$ cat src/cswin_ram.sv
`timescale 1ns / 1ps
// ----------------------------------------------------------------------------
// cswin_ram: generic simple dual-port RAM
// One write port, one read port, read data registered.
// ----------------------------------------------------------------------------
module cswin_ram #(
	parameter int WIDTH = 32,
	parameter int DEPTH = 64
) (
	input  logic                     clk,
	input  logic                     we,
	input  logic [$clog2(DEPTH)-1:0] waddr,
	input  logic [WIDTH-1:0]         wdata,
	input  logic [$clog2(DEPTH)-1:0] raddr,
	output logic [WIDTH-1:0]         rdata
);

	logic [WIDTH-1:0] mem [DEPTH];

	always_ff @(posedge clk) begin
		if (we) begin
			mem[waddr] <= wdata;
		end
		rdata <= mem[raddr];
	end

endmodule

$ cat config.mk
export PLATFORM = sky130hd
export DESIGN_NAME = cswin_ram
export DESIGN_NICKNAME = d
export VERILOG_FILES = /design/src/cswin_ram.sv
export SDC_FILE = /design/constraint.sdc
export NUM_CORES = 2
export LEC_CHECK = 0
export ABC_CLOCK_PERIOD_IN_PS = 4600
export BUFFER_PORTS_ARGS = -buffer_cell sky130_fd_sc_hd__buf_4
export CAP_MARGIN = 20
export CORE_MARGIN = 1.5
export CORE_UTILIZATION = 60
export DETAILED_ROUTE_END_ITERATION = 16
export PLACE_DENSITY = 0.76
export SLEW_MARGIN = 20
export SYNTH_ARGS = -nofsm -noshare
export SYNTH_HDL_FRONTEND = slang
export SYNTH_SLANG_ARGS = --single-unit
$ cat constraint.sdc
create_clock -name clk -period 4.6 [get_ports clk]
set_input_delay 0.23 -clock clk [delete_from_list [all_inputs] [get_ports clk]]
set_output_delay 0.23 -clock clk [all_outputs]
set_load 0.03 [all_outputs]
Word-level counts from Yosys, hierarchy flattened
Memories as Yosys holds them, arrays and structs flattened. A register that Yosys moved wholly into a read port is not among the register bits.
Cells that the tools add are included.
{"block": "totals", "n_memories": 1, "ramBits": 2048, "reg_bits": 0, "wordCells": 3}
{"block": "classes", "mux": 2}
{"name": "mem", "depth": 64, "width": 32, "rd": 1, "rd_clocked_by_memory_dff": 1, "write_ports": 1, "line_no": "18", "text": "logic [WIDTH-1:0] mem [DEPTH];"}
{"cell": "1-bit two-way mux", "count": 2}

Longest topological paths before layout
{"block": "logic_depth", "depth_word": 2, "depth_mapped": 10, "mapped_depth_nobuf": 5}

Worst setup path before layout
No wires, ideal clock.
{"block": "synth_timing", "path_type": "input to register", "startpoint": "input waddr[3]", "endpoint": "memory mem[48][0], enable pin", "n_path_buf": 1, "slack_ps": 1210, "arrival_ps": 2929, "stages": 4, "cell_sequence": "clkbuf_1 > nor2b_1 > nand4b_1 > nor3_1"}
{"element": "start: declaration", "line_no": "12", "text": "input logic [$clog2(DEPTH)-1:0] waddr,"}
{"element": "end: declaration", "line_no": "18"}
Straight into the memory's write port.

Worst setup path after layout
{"block": "layout_timing", "startpoint": "input waddr[2]", "endpoint": "memory mem[45][31], enable pin"}
Straight into the memory's write port.

==> results.md <==
* Run status: completed
* GRT Total Usage at 0.3107
* Insertion delay to the later sink of the worst-skew pair at 0.81 ns
* Pin count of the biggest net entering global routing at 89
* Sequential fraction of the synthesis area at 0.7914
* Starting density of the core at 0.6056
* Wire length of the first global-routing pass at 285,200 um
* Clock transition at path regs at 0.07 ns
* Number of buffer cells added on primary ports at 77
* Required arrival time at the worst endpoint at 5.03 ns
* ANT nets after route at 0
* Worst hold slack at 0.03984 ns
* Total number of vias at 38.54k
* Proportion of power drawn by flip-flops and latches at 0.540
* Kind of end point of the critical path: flop
* Area growth from synthesis to layout at 12.98%
* Die area at 0.1330 mm^2
* DRT Wirelength at 203,200 um
* Reg2reg path depth at 4
* Clock sinks at 2,080
* Synthesized net count at 3,370
* Tightest Pin Transition at 1.131 ns
* Final cell count without fillers at 5,496
* Inst Count DP at 5,092
* Core Area at 0.1296 mm^2
* DR WL/cell at 36.96 um
* Slew Limit Fails at 0
* Compound-cell area share of the yosys netlist at 0.01673
* Final critical-path share of the clock period at 0.6221
* Largest fanout of any net on the critical path at 19
* Portion of total power attributed to the clock network at 0.408
* Count of flip-flops with a built-in enable after synthesis at 2,048
* Netlist area before placement at 0.07852 mm^2
* Net switching power figure at 8.252 mW
* Total Nets Final at 3,626
* Number of H-tree branching levels at 4
* Ys flop type: sky130_fd_sc_hd__edfxtp_1
* Maximum count of clock buffers along a single path at 3
* Library cell used as clock root buffer: sky130_fd_sc_hd__clkbuf_16
* Setup repair after global routing missed its margin: false
* Router iterations before antenna repair at 6
* Worst setup slack for register-to-register paths at 2.15 ns
* Minimum clock period at 2.862 ns
* Number of resized instances in the post-cts repair step at 0
* Number of I/O pins at 78
* DRT iter0 DRCs at 6,425
* Worst flop-to-flop path startpoint: mem[27][15]
* Multiplexer area fraction after synthesis at 0.1679
* Area of combinational cells with multiple inputs at 0.01597 mm^2
* Final clock skew at 0.02950 ns
* Leakage component of the power at 27.71 nW
* Post-synth top area share at 0.7833
* Post-synthesis share of cell area spent on xor and xnor gates at 0
* Library cell with the largest summed area after synthesis: sky130_fd_sc_hd__edfxtp_1
* Hpwl dp at 110,900 um
* Data arrival time of the critical path at 3.29 ns
* Setup TNS at 0 ns
* Synthesis warning total at 0
* # rows at 132
* Number of synthesized register bits at 2,080
* Proportion of layout cells with a drive suffix above 1 at 0.2946
* Category of the critical setup timing path: in2reg
* Post-CTS setup repair buffer count at 0
* Final number of hold-violating endpoints at 0
* Fmax at 349.4 MHz
* Internal at 30.80 mW
* Largest cells by area after synthesis: sky130_fd_sc_hd__edfxtp_1 78%, sky130_fd_sc_hd__mux4_2 16%, sky130_fd_sc_hd__mux2i_1 1.2%
* Basic-gate share of the synthesized area counting and, or, nand and nor cells at 0.01265
* Type of element launching the critical path: primary input
* Maximum capacitance violations at 0
* DRC violation count after routing at 0
* Storage cell area at 0.06214 mm^2
* Endpoint of the worst-slack reg-to-reg timing path: rdata[15]
* Critical path startpoint: waddr[2]
* Power per cell area at 440.3 mW/mm^2
* Final global-route overflow total at 0
* Most frequently used cell type in the post-synthesis netlist: sky130_fd_sc_hd__edfxtp_1
* Number of clock buffers inserted by TritonCTS at 195
* Crit path to: mem[45][31]
* Antenna violations before repair at 16
* Routability Congestion at 0.8594
* Distinct cells, synth at 34
* Chip Width at 364.7 um
* Chip height at 364.7 um
* Hold-fix buffers, CTS at 33
* Most common library cells after synthesis: 2,048 x sky130_fd_sc_hd__edfxtp_1, 544 x sky130_fd_sc_hd__mux4_2, 137 x sky130_fd_sc_hd__nor2_1
* Worst hold-check path type: in2reg
* Number of fillers in the final layout at 7,443
* Adder-Cell Fraction of Synth Area at 0
* Worst slew margin relative to its limit at 0.2444
* Fraction of synthesis flops using an asynchronous set or reset pin at 0
* Mapped Cells at 3,324
* Via density at 7.013
* Combinational family with the most area after synthesis: multiplexers
* Share of total power in combinational logic at 0.052
* Syn_area_per_cell at 23.62 um^2
* Highest ir drop seen on vdd at 0.4091 mV
* Via count of the first global-routing pass at 39.35k
* Clock tree from TritonCTS: built
* Switching Share at 0.2113
* Count of endpoints failing setup in the final report at 0
-- how the worst min path moves through the flow --
stage,end,from,depth (start not counted),slack [ns]
after floorplan,mem[0][0],wdata[0],0,0.33
final,mem[16][30],wdata[30],1,0.04
after global placement,rdata[10],rdata[10],1,0.67
after global routing,mem[16][30],wdata[30],1,0.03
after detailed placement,rdata[30],rdata[30],1,0.67
after CTS,rdata[14],raddr[4],3,0.008
-- placed cells by master, fill, tap and decap left out, types with 5 or more instances in the layout --
cell                            instances
sky130_fd_sc_hd__edfxtp_1            2048
sky130_fd_sc_hd__mux4_2               544
sky130_fd_sc_hd__clkbuf_16            201
sky130_fd_sc_hd__buf_4                193
sky130_fd_sc_hd__mux2i_1               93
sky130_fd_sc_hd__o22ai_1               84
sky130_fd_sc_hd__nor2_1                75
sky130_fd_sc_hd__a21oi_1               62
sky130_fd_sc_hd__nor2_4                62
sky130_fd_sc_hd__clkbuf_1              57
sky130_fd_sc_hd__clkinv_2              35
sky130_fd_sc_hd__dlygate4sd3_1         33
sky130_fd_sc_hd__dfxtp_1               32
sky130_fd_sc_hd__o221ai_1              27
sky130_fd_sc_hd__nand2_1               26
sky130_fd_sc_hd__clkinv_1              25
sky130_fd_sc_hd__clkbuf_8              16
sky130_fd_sc_hd__nor2b_1               15
sky130_fd_sc_hd__bufinv_16             14
sky130_fd_sc_hd__a22oi_1               12
sky130_fd_sc_hd__buf_12                12
sky130_fd_sc_hd__a311oi_1               8
sky130_fd_sc_hd__nand2b_1               7
sky130_fd_sc_hd__diode_2                6
sky130_fd_sc_hd__nand3b_1               5
sky130_fd_sc_hd__nor3_1                 5
sky130_fd_sc_hd__nand3_1                5
sky130_fd_sc_hd__inv_6                  5
sky130_fd_sc_hd__clkinvlp_4             5
-- state kept, by name, indices dropped and copies added, names as in the netlist --
register and cells:
mem 2048, rdata 32
-- cell type report --
class,instances,share of cell area
Sequential cell,2080,0.7005
Multi-Input combinational cell,1062,0.1800
Clock buffer,274,0.06160
Tap cell,1742,0.02457
Clock inverter,91,0.009873
Timing Repair Buffer,241,0.02327
Antenna cell,6,0.0001693
-- kinds of logic (layout without fill, tap and decap cells) --
logic type             count (synthesis)  after routing
flip-flops                          2080           2080
multiplexers                         637            637
AND/OR/NAND/NOR                      223            223
AO/OA/AOI/OAI                        202            202
buffers and inverters                182            606
other                                  0              6
-- critical path: stages --
cell,delay (ns)
sky130_fd_sc_hd__dlygate4sd3_1,0.53
sky130_fd_sc_hd__buf_4,0.21
sky130_fd_sc_hd__nor2b_1,0.22
sky130_fd_sc_hd__nand3_1,0.63
sky130_fd_sc_hd__nor2_4,0.89
sky130_fd_sc_hd__buf_4,0.55
-- per-layer routing --
layer	up-vias	track usage	wire length, um
met4	12	0.1464	10430
li1	14790	-	-
met3	539	0.06465	24430
met2	3108	0.4888	98120
met5	-	0	67
met1	20090	0.4245	70110
-- power groups by stage --
stage | clock network [mW] | registers [mW] | logic (mW)
finish | 15.9 | 21.1 | 2.02
floorplan | 0 | 21.5 | 1.02
CTS | 16.0 | 21.1 | 2.02
detailed placement | 0 | 21.5 | 1.96
global route | 16.7 | 21.1 | 2.10
global placement | 0 | 21.5 | 1.90
-- through the flow --
step	area (um^2)	worst slack, ns	util	total power, mW
final	88710	1.738	0.6842	39.05
after global routing	88690	1.747	0.6841	39.87
after CTS	88690	1.841	0.6841	39.12
after detailed placement	82020	1.048	0.6326	23.44
after global placement	82020	1.074	0.6326	23.36
after floorplan	78520	1.210	-	22.52
Note: power is estimated with default switching activity, not from simulation.
