$ cat src/cswin_pkg.sv
`timescale 1ns / 1ps
// ----------------------------------------------------------------------------
// cswin_pkg: shared types and constants
// Request and result payloads, store sizes and the ALU request struct for the
// start-window block.
// ----------------------------------------------------------------------------
package cswin_pkg;

	localparam int MAX_OPS = 64;
	localparam int IDX_W   = $clog2(MAX_OPS);
	localparam int CNT_W   = $clog2(MAX_OPS + 1);
	localparam int TW      = 24;   // time field width on the request side
	localparam int SW      = 32;   // signed start width on the result side

	typedef struct packed {
		logic [TW-1:0] lower_bound;
		logic [TW-1:0] upper_bound;
		logic [TW-1:0] duration;
		logic          has_deadline;
		logic [TW-1:0] deadline;
		logic          path_end;
	} op_t;

	typedef struct packed {
		logic signed [SW-1:0] earliest;
		logic signed [SW-1:0] latest;
		logic                 final_item;
	} win_t;

	// one add or subtract, followed by a signed compare against c
	typedef struct packed {
		logic signed [SW-1:0] a;
		logic [TW-1:0]        b;
		logic                 sub;
		logic signed [SW-1:0] c;
	} alu_req_t;

	typedef struct packed {
		logic signed [SW:0] sum;
		logic               sum_lt_c;
		logic               c_lt_sum;
	} alu_rsp_t;

endpackage

$ cat src/cswin_alu.sv
`timescale 1ns / 1ps
// ----------------------------------------------------------------------------
// cswin_alu: shared add/subtract and compare unit
// Computes a +/- b at 33 bits and compares the result with c, both ways.
// ----------------------------------------------------------------------------
module cswin_alu (
	input  cswin_pkg::alu_req_t req,
	output cswin_pkg::alu_rsp_t rsp
);
	import cswin_pkg::*;

	logic signed [SW:0] a_x;
	logic signed [SW:0] b_x;
	logic signed [SW:0] c_x;
	logic signed [SW:0] sum;

	assign a_x = {req.a[SW-1], req.a};
	assign b_x = {{(SW + 1 - TW){1'b0}}, req.b};
	assign c_x = {req.c[SW-1], req.c};
	assign sum = req.sub ? (a_x - b_x) : (a_x + b_x);

	assign rsp.sum      = sum;
	assign rsp.sum_lt_c = sum < c_x;
	assign rsp.c_lt_sum = c_x < sum;

endmodule

$ cat config.mk
export PLATFORM = sky130hd
export DESIGN_NAME = cswin_alu
export DESIGN_NICKNAME = d
export VERILOG_FILES = /design/src/cswin_pkg.sv /design/src/cswin_alu.sv
export SDC_FILE = /design/constraint.sdc
export NUM_CORES = 1
export LEC_CHECK = 0
export ABC_CLOCK_PERIOD_IN_PS = 14800
export CAP_MARGIN = 10
export CORE_ASPECT_RATIO = 0.5
export CORE_MARGIN = 2
export CORE_UTILIZATION = 57
export DETAILED_ROUTE_END_ITERATION = 6
export DONT_BUFFER_PORTS = 1
export GPL_TIMING_DRIVEN = 0
export PLACE_DENSITY = 0.72
export SLEW_MARGIN = 15
export SYNTH_ARGS = -nofsm -noshare
export SYNTH_HDL_FRONTEND = slang
export SYNTH_SLANG_ARGS = --single-unit
$ cat constraint.sdc
create_clock -name vclk -period 14.8
set_input_delay 0.74 -clock vclk [all_inputs]
set_output_delay 0.74 -clock vclk [all_outputs]
set_load 0.03 [all_outputs]
# Yosys cells after proc, flatten, opt, wreduce, memory -nomap -nowiden
# Cells that the tools add are included.
# W data, S select, Z words.
# op_classes
add_sub_neg,2
n_lt_le_gt_ge,2
n_mux,1
# ops
op,n
$add A32 B25 Y33,1
$lt A32 B33 Y1,1
$lt A33 B32 Y1,1
$mux W33,1
$sub A32 B25 Y33,1
# totals
regBits,0
output_inout_bits,35

# Logic depth before layout (Yosys ltp)
# Gate-level depths: netlist of run 1.
# depth
word_depth,3
depth_mapped,27

# Worst setup path before layout of run 1
# OpenSTA, ideal clock, no wires.
# synth_path
path_type,in2out
from,input port req[43] (netlist bit)
to,output port rsp[1] (netlist bit)
arrival_time_ps,5934
path_slack_ps,8126
path_stages,26
path_cell_list,or4_1 nor2_1 and3_1 clkbuf_1 nand2_1 o21bai_1 o21ai_0 xnor2_1 ha_1 nand4_1 o221ai_1 or2b_2 nand3b_1 o21ai_1 a21oi_1 o21ai_1 mux2i_1 nor2_1 ha_1 and4_2 a21oi_1 nand4_1 mux2i_1 nor2_1 o31ai_2 a21oi_1
# synth_rtl
item,line,rtl
from (decl),cswin_alu.sv:7,"input cswin_pkg::alu_req_t req,"
to (decl),cswin_alu.sv:8,output cswin_pkg::alu_rsp_t rsp

==> results of run 1 <==
==> Yosys cell counts (4+ instances only) <==
master and number:
a211oi_1 8, a21o_1 18, a21oi_1 37, a31o_2 5, a31oi_1 9, clkbuf_1 6, ha_1 64, inv_1 45
mux2i_1 4, nand2_1 30, nand2b_1 10, nand3_1 9, nand4_1 8, nor2_1 50, nor2b_1 4, nor3_1 10
nor4_1 5, o211ai_1 6, o21a_1 5, o21ai_0 21, o21ai_1 6, o21bai_1 4, xnor2_1 34, xor2_1 16
==> metrics by stage <==
stage / worst slack (ps) / total power, mW / hold slack [ps]
floorplan: 8130 / 0.231 / 1710
global placement: 7490 / 0.267 / 1730
detailed placement: 7420 / 0.269 / 1720
CTS: 7390 / 0.271 / 1720
global route: 6750 / 0.303 / 1730
finish: 7370 / 0.269 / 1720
==> report_power, final <==
group          total [mW]  switching, mW  leakage (nW)  internal, mW
Sequential              0              0             0             0
Clock                   0              0             0             0
Combinational       0.269          0.180          1.56        0.0893
==> layout make-up <==
class | count | share of cell area (%)
well taps | 73 | 2.73
plain buffers | 8 | 1.23
multi-input cells | 412 | 91.0
inverters | 45 | 5.05
==> how the worst min path moves through the flow <==
stage,slack (ps),cells after the start,start,endpoint
after floorplan,1710,2,req[33],rsp[2]
after global placement,1730,2,req[33],rsp[2]
after detailed placement,1720,2,req[33],rsp[2]
after CTS,1720,2,req[33],rsp[2]
after global routing,1730,2,req[33],rsp[2]
final,1720,2,req[33],rsp[2]
==> cells by family (layout without fill, tap and decap cells) <==
family / Yosys count / in the layout
mux: 4 / 4
compound gates: 140 / 140
xor+xnor: 50 / 50
fa+ha+maj: 65 / 65
buf+inv: 53 / 53
simple gates: 153 / 153
==> metal layers <==
metal / up-vias / track usage, %
met4: 0 / 2.86
met5: - / 0
li1: 1688 / -
met2: 83 / 42.5
met1: 1387 / 30.4
met3: 10 / 3.93
==> qor.csv, run 1 <==
stage,metric,value,unit
outcome,outcome,finished clean,
route,ant_nets,0,
yosys,syn_nets,619,
timing,setup_violations,0,
floorplan,row_count,19,
layout,mostFrequentLayoutCell,ha_1,
timing,period_minus_slack,7430,ps
floorplan,dieArea,6370,sq um
layout,antenna_cells,0,
setup_path,crit_family,compound AO/OA/AOI/OAI gates,
timing,rsz0062_at_grt,false,
route,drtIter0Drc,211,
clocking,post-cts-setup-buffers,0,
yosys,synth_compound_area_share,29.7,%
route,route.detailed.drc,0,
layout,fillers,573,
yosys,synth_top_cell_area_share,24.6,%
grt,grt_pass1_vias,3007,
layout,fin_util,60.9,%
setup_path,worst-path-buf-inv,1,
route,wl_met3,569,um
setup_path,cp_slowest_cell,o31ai_2,
layout,multi_input_area,3040,sq um
yosys,synthTopCellsByArea,"ha_1 25%, xnor2_1 9.2%, nor2_1 5.8%, a21oi_1 5.7%, inv_1 5.2%",
power_and_ir_drop,powerDensity,80.4,nW/um^2
layout,instances_no_fill,538,
grt,grt_use_total,23.4,%
yosys,synth.yosys.seq_area_share,0,%
yosys,synth_top_cell_by_area,ha_1,
power_and_ir_drop,worst_ir_drop_vdd,0.0556,mV
yosys,synthMuxAreaShare,1.23,%
yosys,yosys_warnings,0,
layout,n_clock_buffer,0,
setup_path,criticalPathCategory,in -> out,
setup_path,start_kind,input pin,
grt,grt_pass1_wl,12.8,mm
layout,area_delta_synth_final,2.81,%
route,vias,3168,
timing,fin_tns_setup,0,ps
placement,dp_cells,538,
timing,worst_slew_pin_slew,877,ps
timing,maxSlewHeadroom,41.1,%
grt,grt_max_degree,11,
clocking,cts-resized-gates,0,
route,top_layer,met4,
yosys,synth_top_family_by_area,compound AO/OA/AOI/OAI gates,
grt,antenna_found_initial,0,
grt,gr-total-overflow,0,
floorplan,initial_core_util,59.3,%
layout,seq_cell_count,0,
timing,final-hold-violation-count,0,
setup_path,cp.required,14060,ps
setup_path,critPathCaptureType,output port,
setup_path,path_depth,27,
yosys,ys_types,63,
yosys,yosys.area_share.xor_xnor,13.5,%
min_path,hold_class,in -> out,
placement,place_area,3350,sq um
yosys,synth-simple-area-share,24.0,%
timing,max_freq,0.135,GHz
route,wl_met2,3.50,mm
setup_path,critPathMaxFanout,7,
floorplan,die_x,111,um
yosys,synth_cells,465,
layout,final_area,3350,sq um
floorplan,die_y,57.4,um
power_and_ir_drop,leakage,1.56,nW
layout,drive_above_1_share,6.24,%
route,avgRoutedWirePerCell,14.2,um
layout,final_cell_mix,"64 x ha_1, 50 x nor2_1, 45 x inv_1",
layout,layout.area.seq,0,sq um
placement,port_buffers,0,
clocking,cts_hold_buffers,0,
route,vias_per_cell,5.89,
route,routed_wl,7.63,mm
yosys,syn-mean-instance-area,7.00,sq um
setup_path,crit_path_end,rsp[1],
layout,layout.nets,621,
setup_path,cp_slowest_stage_delay,640,ps
placement,dpl.hpwl,6.84,mm
run,maxCapViolations,0,
placement,place_congestion,0.925,
floorplan,pin_count,124,
setup_path,startpoint,req[36],
timing,period_share,50.2,%
yosys,synth_adder_area_share,25.2,%
setup_path,arrival,6690,ps
route,firstDrtPassIters,4,
route,wl_met1,3.47,mm
floorplan,coreArea,5490,sq um
timing,slew_viol_final,0,
yosys,synthesis.area,3250,sq um
No activity file was read; power rests on OpenSTA's default activity.
==> run 2, diff against run 1 <==
--- a/config.mk
+++ b/config.mk
@@ -5,7 +5,7 @@
 export SDC_FILE = /design/constraint.sdc
 export NUM_CORES = 1
 export LEC_CHECK = 0
-export ABC_CLOCK_PERIOD_IN_PS = 14800
+export ABC_CLOCK_PERIOD_IN_PS = 6300
 export CAP_MARGIN = 10
 export CORE_ASPECT_RATIO = 0.5
 export CORE_MARGIN = 2
@@ -13,7 +13,7 @@
 export DETAILED_ROUTE_END_ITERATION = 6
 export DONT_BUFFER_PORTS = 1
 export GPL_TIMING_DRIVEN = 0
-export PLACE_DENSITY = 0.72
+export PLACE_DENSITY = 0.75
 export SLEW_MARGIN = 15
 export SYNTH_ARGS = -nofsm -noshare
 export SYNTH_HDL_FRONTEND = slang
==> constraint.sdc (replaced) <==
create_clock -name vclk -period 6.3
set_input_delay 0.315 -clock vclk [all_inputs]
set_output_delay 0.315 -clock vclk [all_outputs]
set_load 0.03 [all_outputs]
==> qor.csv, run 2 (same netlist as run 1, synthesis figures left out) <==
stage,metric,value,unit
outcome,outcome,finished clean,
timing,final-hold-violation-count,0,
timing,period_minus_slack,6000,ps
floorplan,initial_core_util,59.3,%
placement,place_ws,-356,ps
placement,dpl.hpwl,7.03,mm
grt,grt_max_degree,11,
power_and_ir_drop,powerDensity,190,nW/um^2
placement,dp_cells,538,
layout,fin_util,63.3,%
min_path,hold_depth,2,
run,maxCapViolations,0,
floorplan,die_y,57.4,um
clocking,cts_hold_buffers,0,
route,avgRoutedWirePerCell,14.8,um
layout,fillers,528,
layout,layout.nets,623,
floorplan,die_x,111,um
timing,slew_viol_final,0,
min_path,hold_class,in -> out,
grt,grt_pass1_vias,2960,
layout,n_clock_buffer,0,
floorplan,row_count,19,
layout,instances_no_fill,540,
layout,final_cell_mix,"64 x ha_1, 49 x nor2_1, 45 x inv_1",
placement,port_buffers,0,
timing,maxSlewHeadroom,41.8,%
setup_path,cp_slowest_cell,or4_1,
placement,place_congestion,0.830,
timing,worst_hold_slack,875,ps
floorplan,dieArea,6370,sq um
timing,period_share,95.2,%
layout,antenna_cells,0,
layout,area_delta_synth_final,6.84,%
power_and_ir_drop,power,0.660,mW
floorplan,coreArea,5490,sq um
power_and_ir_drop,p_sw_share,66.3,%
route,firstDrtPassIters,5,
timing,worst_slew_pin_slew,866,ps
placement,place_area,3350,sq um
setup_path,start_kind,input pin,
setup_path,arrival,5680,ps
power_and_ir_drop,leakage,1.60,nW
route,vias_per_cell,6.03,
timing,fin_tns_setup,0,ps
grt,grt_pass1_wl,12.9,mm
setup_path,critPathCaptureType,output port,
route,drtIter0Drc,180,
layout,seq_cell_count,0,
power_and_ir_drop,pwr-share-seq,0,%
setup_path,cp_slowest_stage_delay,610,ps
setup_path,critPathMaxFanout,7,
layout,final_area,3480,sq um
route,vias,3256,
timing,max_freq,0.167,GHz
setup_path,criticalPathCategory,in -> out,
power_and_ir_drop,worst_ir_drop_vdd,0.131,mV
grt,gr-total-overflow,0,
min_path,worstHoldStart,req[33],
layout,drive_above_1_share,10.3,%
route,routed_wl,7.98,mm
power_and_ir_drop,pwr-share-clk,0,%
layout,layout.area.seq,0,sq um
layout,mostFrequentLayoutCell,ha_1,
timing,worst_slack,300,ps
setup_path,cp_cell_sequence,or4_1 -> nor2_1 -> and3_2 -> a21oi_1 -> xnor2_1 -> ha_1 -> a21oi_1 -> o21ai_2 -> nor4b_1 -> a31oi_4 -> o21ai_1 -> o31ai_2 -> a221o_1 -> xor2_1 -> ha_1 -> and4_2 -> a21oi_2 -> nand4_1 -> mux2i_1 -> nor2_1 -> o31ai_4 -> a21oi_2,
power_and_ir_drop,p_int,0.223,mW
power_and_ir_drop,pwr-share-comb,100.0,%
power_and_ir_drop,power.switching,0.437,mW
grt,grt_use_total,23.7,%
timing,setup_violations,0,
floorplan,pin_count,124,
min_path,hold_end,rsp[2],
route,route.detailed.drc,0,
route,ant_nets,0,
setup_path,cp.required,5980,ps
grt,antenna_found_initial,0,
[run 2: worst max-delay path by stage]
stage                  from     end  slack [ps]  depth (start not counted)
floorplan           req[43]  rsp[1]         480                         26
global placement    req[33]  rsp[1]        -220                         26
detailed placement  req[34]  rsp[1]        -360                         26
CTS                 req[36]  rsp[1]         100                         27
global route        req[34]  rsp[1]         -90                         27
finish              req[43]  rsp[1]         300                         22
[run 2: power by group through the flow]
stage	Clock, mW	Combinational (mW)	Sequential (mW)
floorplan	0	0.543	0
global placement	0	0.625	0
detailed placement	0	0.633	0
CTS	0	0.641	0
global route	0	0.738	0
finish	0	0.660	0
[run 2: cell type report]
cell class                      count  area [sq um]  share of cell area (%)
Buffer                              7          37.5                    1.08
Multi-Input combinational cell    412          3160                    90.8
Inverter                           45           169                    4.86
Timing Repair Buffer                3          22.5                   0.648
Tap cell                           73          91.3                    2.63
[run 2: critical path: cells and delay by family]
family | cells | cell delay (ps)
and+or+nand+nor | 7 | 2030
AOI/OAI and AO/OA | 10 | 2110
xor gates and xnor gates | 2 | 340
adders and majority gates | 2 | 650
muxes | 1 | 230
[run 2: repair_timing]
| item | 4_1_cts | 5_1_grt |
|---|---|---|
| buffers inserted | 0 | 3 |
| endpoints found under the setup margin | 2 | 2 |
| pin swaps | 0 | 2 |
| resized for setup | 3 | 18 |
[run 2: layer usage]
metal  track usage, %  vias to the layer above  wire [um]
li1                 -                     1696          -
met1             30.3                     1470       3670
met2             43.4                       84       3720
met3             5.21                        6        546
met4             1.43                        0         37
met5                0                        -          0
==> run 3, diff against run 2 <==
--- a/config.mk
+++ b/config.mk
@@ -7,7 +7,7 @@
 export LEC_CHECK = 0
 export ABC_CLOCK_PERIOD_IN_PS = 6300
 export CAP_MARGIN = 10
-export CORE_ASPECT_RATIO = 0.5
+export CORE_ASPECT_RATIO = 1.5
 export CORE_MARGIN = 2
 export CORE_UTILIZATION = 57
 export DETAILED_ROUTE_END_ITERATION = 6
==> qor.csv, run 3 (same netlist as run 1, synthesis figures left out) <==
stage,metric,value,unit
outcome,outcome,finished clean,
placement,place_congestion,0.899,
layout,layout.nets,620,
route,vias,3357,
route,avgRoutedWirePerCell,16.5,um
route,firstDrtPassIters,4,
setup_path,criticalPathCategory,in -> out,
layout,seq_cell_count,0,
power_and_ir_drop,leakage,1.58,nW
floorplan,die_y,96.5,um
setup_path,startpoint,req[43],
timing,period_share,96.5,%
placement,place_area,3340,sq um
setup_path,worst-path-buf-inv,0,
floorplan,row_count,33,
layout,area_delta_synth_final,6.69,%
layout,final_area,3470,sq um
layout,antenna_cells,0,
timing,slew_viol_final,0,
timing,maxSlewHeadroom,43.7,%
grt,grt_max_degree,11,
min_path,hold_class,in -> out,
layout,drive_above_1_share,10.6,%
placement,dpl.hpwl,7.70,mm
route,vias_per_cell,6.29,
grt,grt_use_total,24.9,%
setup_path,cp_slowest_cell,or4_1,
timing,max_freq,0.165,GHz
floorplan,coreArea,5490,sq um
setup_path,cp_slowest_stage_delay,610,ps
timing,worst_slack,223,ps
min_path,worstHoldStart,req[33],
layout,layout.area.seq,0,sq um
power_and_ir_drop,worst_ir_drop_vdd,0.116,mV
clocking,post-cts-setup-buffers,0,
grt,gr-total-overflow,0,
setup_path,critPathMaxFanout,7,
route,ant_nets,0,
placement,dp_cells,535,
route,route.detailed.drc,0,
clocking,cts_hold_buffers,0,
floorplan,dieArea,6340,sq um
grt,grt_pass1_vias,3106,
route,routed_wl,8.80,mm
route,drtIter0Drc,128,
min_path,hold_depth,2,
timing,worst_slew_pin_slew,839,ps
setup_path,cp.required,5980,ps
placement,port_buffers,0,
setup_path,start_kind,input pin,
grt,antenna_found_initial,0,
floorplan,die_x,65.7,um
layout,fin_util,63.2,%
layout,mostFrequentLayoutCell,ha_1,
timing,setup_violations,0,
layout,final_cell_mix,"63 x ha_1, 49 x nor2_1, 45 x inv_1",
grt,grt_pass1_wl,12.8,mm
layout,n_clock_buffer,0,
setup_path,crit_family,simple AND/OR/NAND/NOR gates,
setup_path,cp_cell_sequence,or4_1 -> nor2_1 -> and3_2 -> nand2_1 -> o21bai_2 -> o21ai_0 -> xnor2_1 -> ha_1 -> nand4_1 -> o221ai_2 -> or2b_2 -> nand3b_1 -> o21ai_4 -> a21oi_2 -> o21ai_1 -> mux2i_1 -> nor2_1 -> ha_1 -> and4_2 -> nand4_1 -> nor4_2 -> a21boi_2 -> o31ai_4 -> a21oi_2,
min_path,hold_end,rsp[2],
placement,place_ws,-281,ps
setup_path,critPathCaptureType,output port,
setup_path,arrival,5760,ps
timing,fin_tns_setup,0,ps
power_and_ir_drop,powerDensity,192,nW/um^2
floorplan,pin_count,124,
timing,period_minus_slack,6080,ps
timing,final-hold-violation-count,0,
run,maxCapViolations,0,
layout,instances_no_fill,534,
floorplan,initial_core_util,59.3,%
## run 3: cell count changes in the layout (fill, tap and decap cells not counted), sizes merged
cell | before | now
buf | 5 | 2
## run 3: worst max path at each step
stage                     endpoint  slack, ps  cells past startpoint
after floorplan             rsp[1]        480                     26
after global placement      rsp[1]       -240                     23
after detailed placement    rsp[1]       -280                     27
after CTS                   rsp[1]         10                     27
after global routing        rsp[1]        -60                     25
final                       rsp[1]        220                     24
## run 3: report_power, final
part / leakage [nW] / switching, mW / internal [mW]
combinational: 1.58 / 0.445 / 0.220
clock: 0 / 0 / 0
sequential: 0 / 0 / 0
## run 3: final cells by class
type / count / area [sq um]
fillers: 537 / 2020
well taps: 70 / 87.6
inverters: 45 / 169
plain buffers: 7 / 37.5
multi-input cells: 412 / 3180
## run 3: layer usage
layer	GRT usage, %	share of wire, %
met1	25.1	36
met5	0	0
met2	50.9	53
met4	4.86	2.6
met3	5.56	7.5
## run 3: through the flow
stage / hold WS (ps) / power (mW)
floorplan: 864 / 0.543
global placement: 947 / 0.625
detailed placement: 944 / 0.640
CTS: 944 / 0.648
global route: 936 / 0.726
finish: 944 / 0.665
## run 3: what timing repair did
action,4_1_cts,5_1_grt
pin swaps,0,3
setup endpoints to repair,1,2
gates resized for setup,3,22
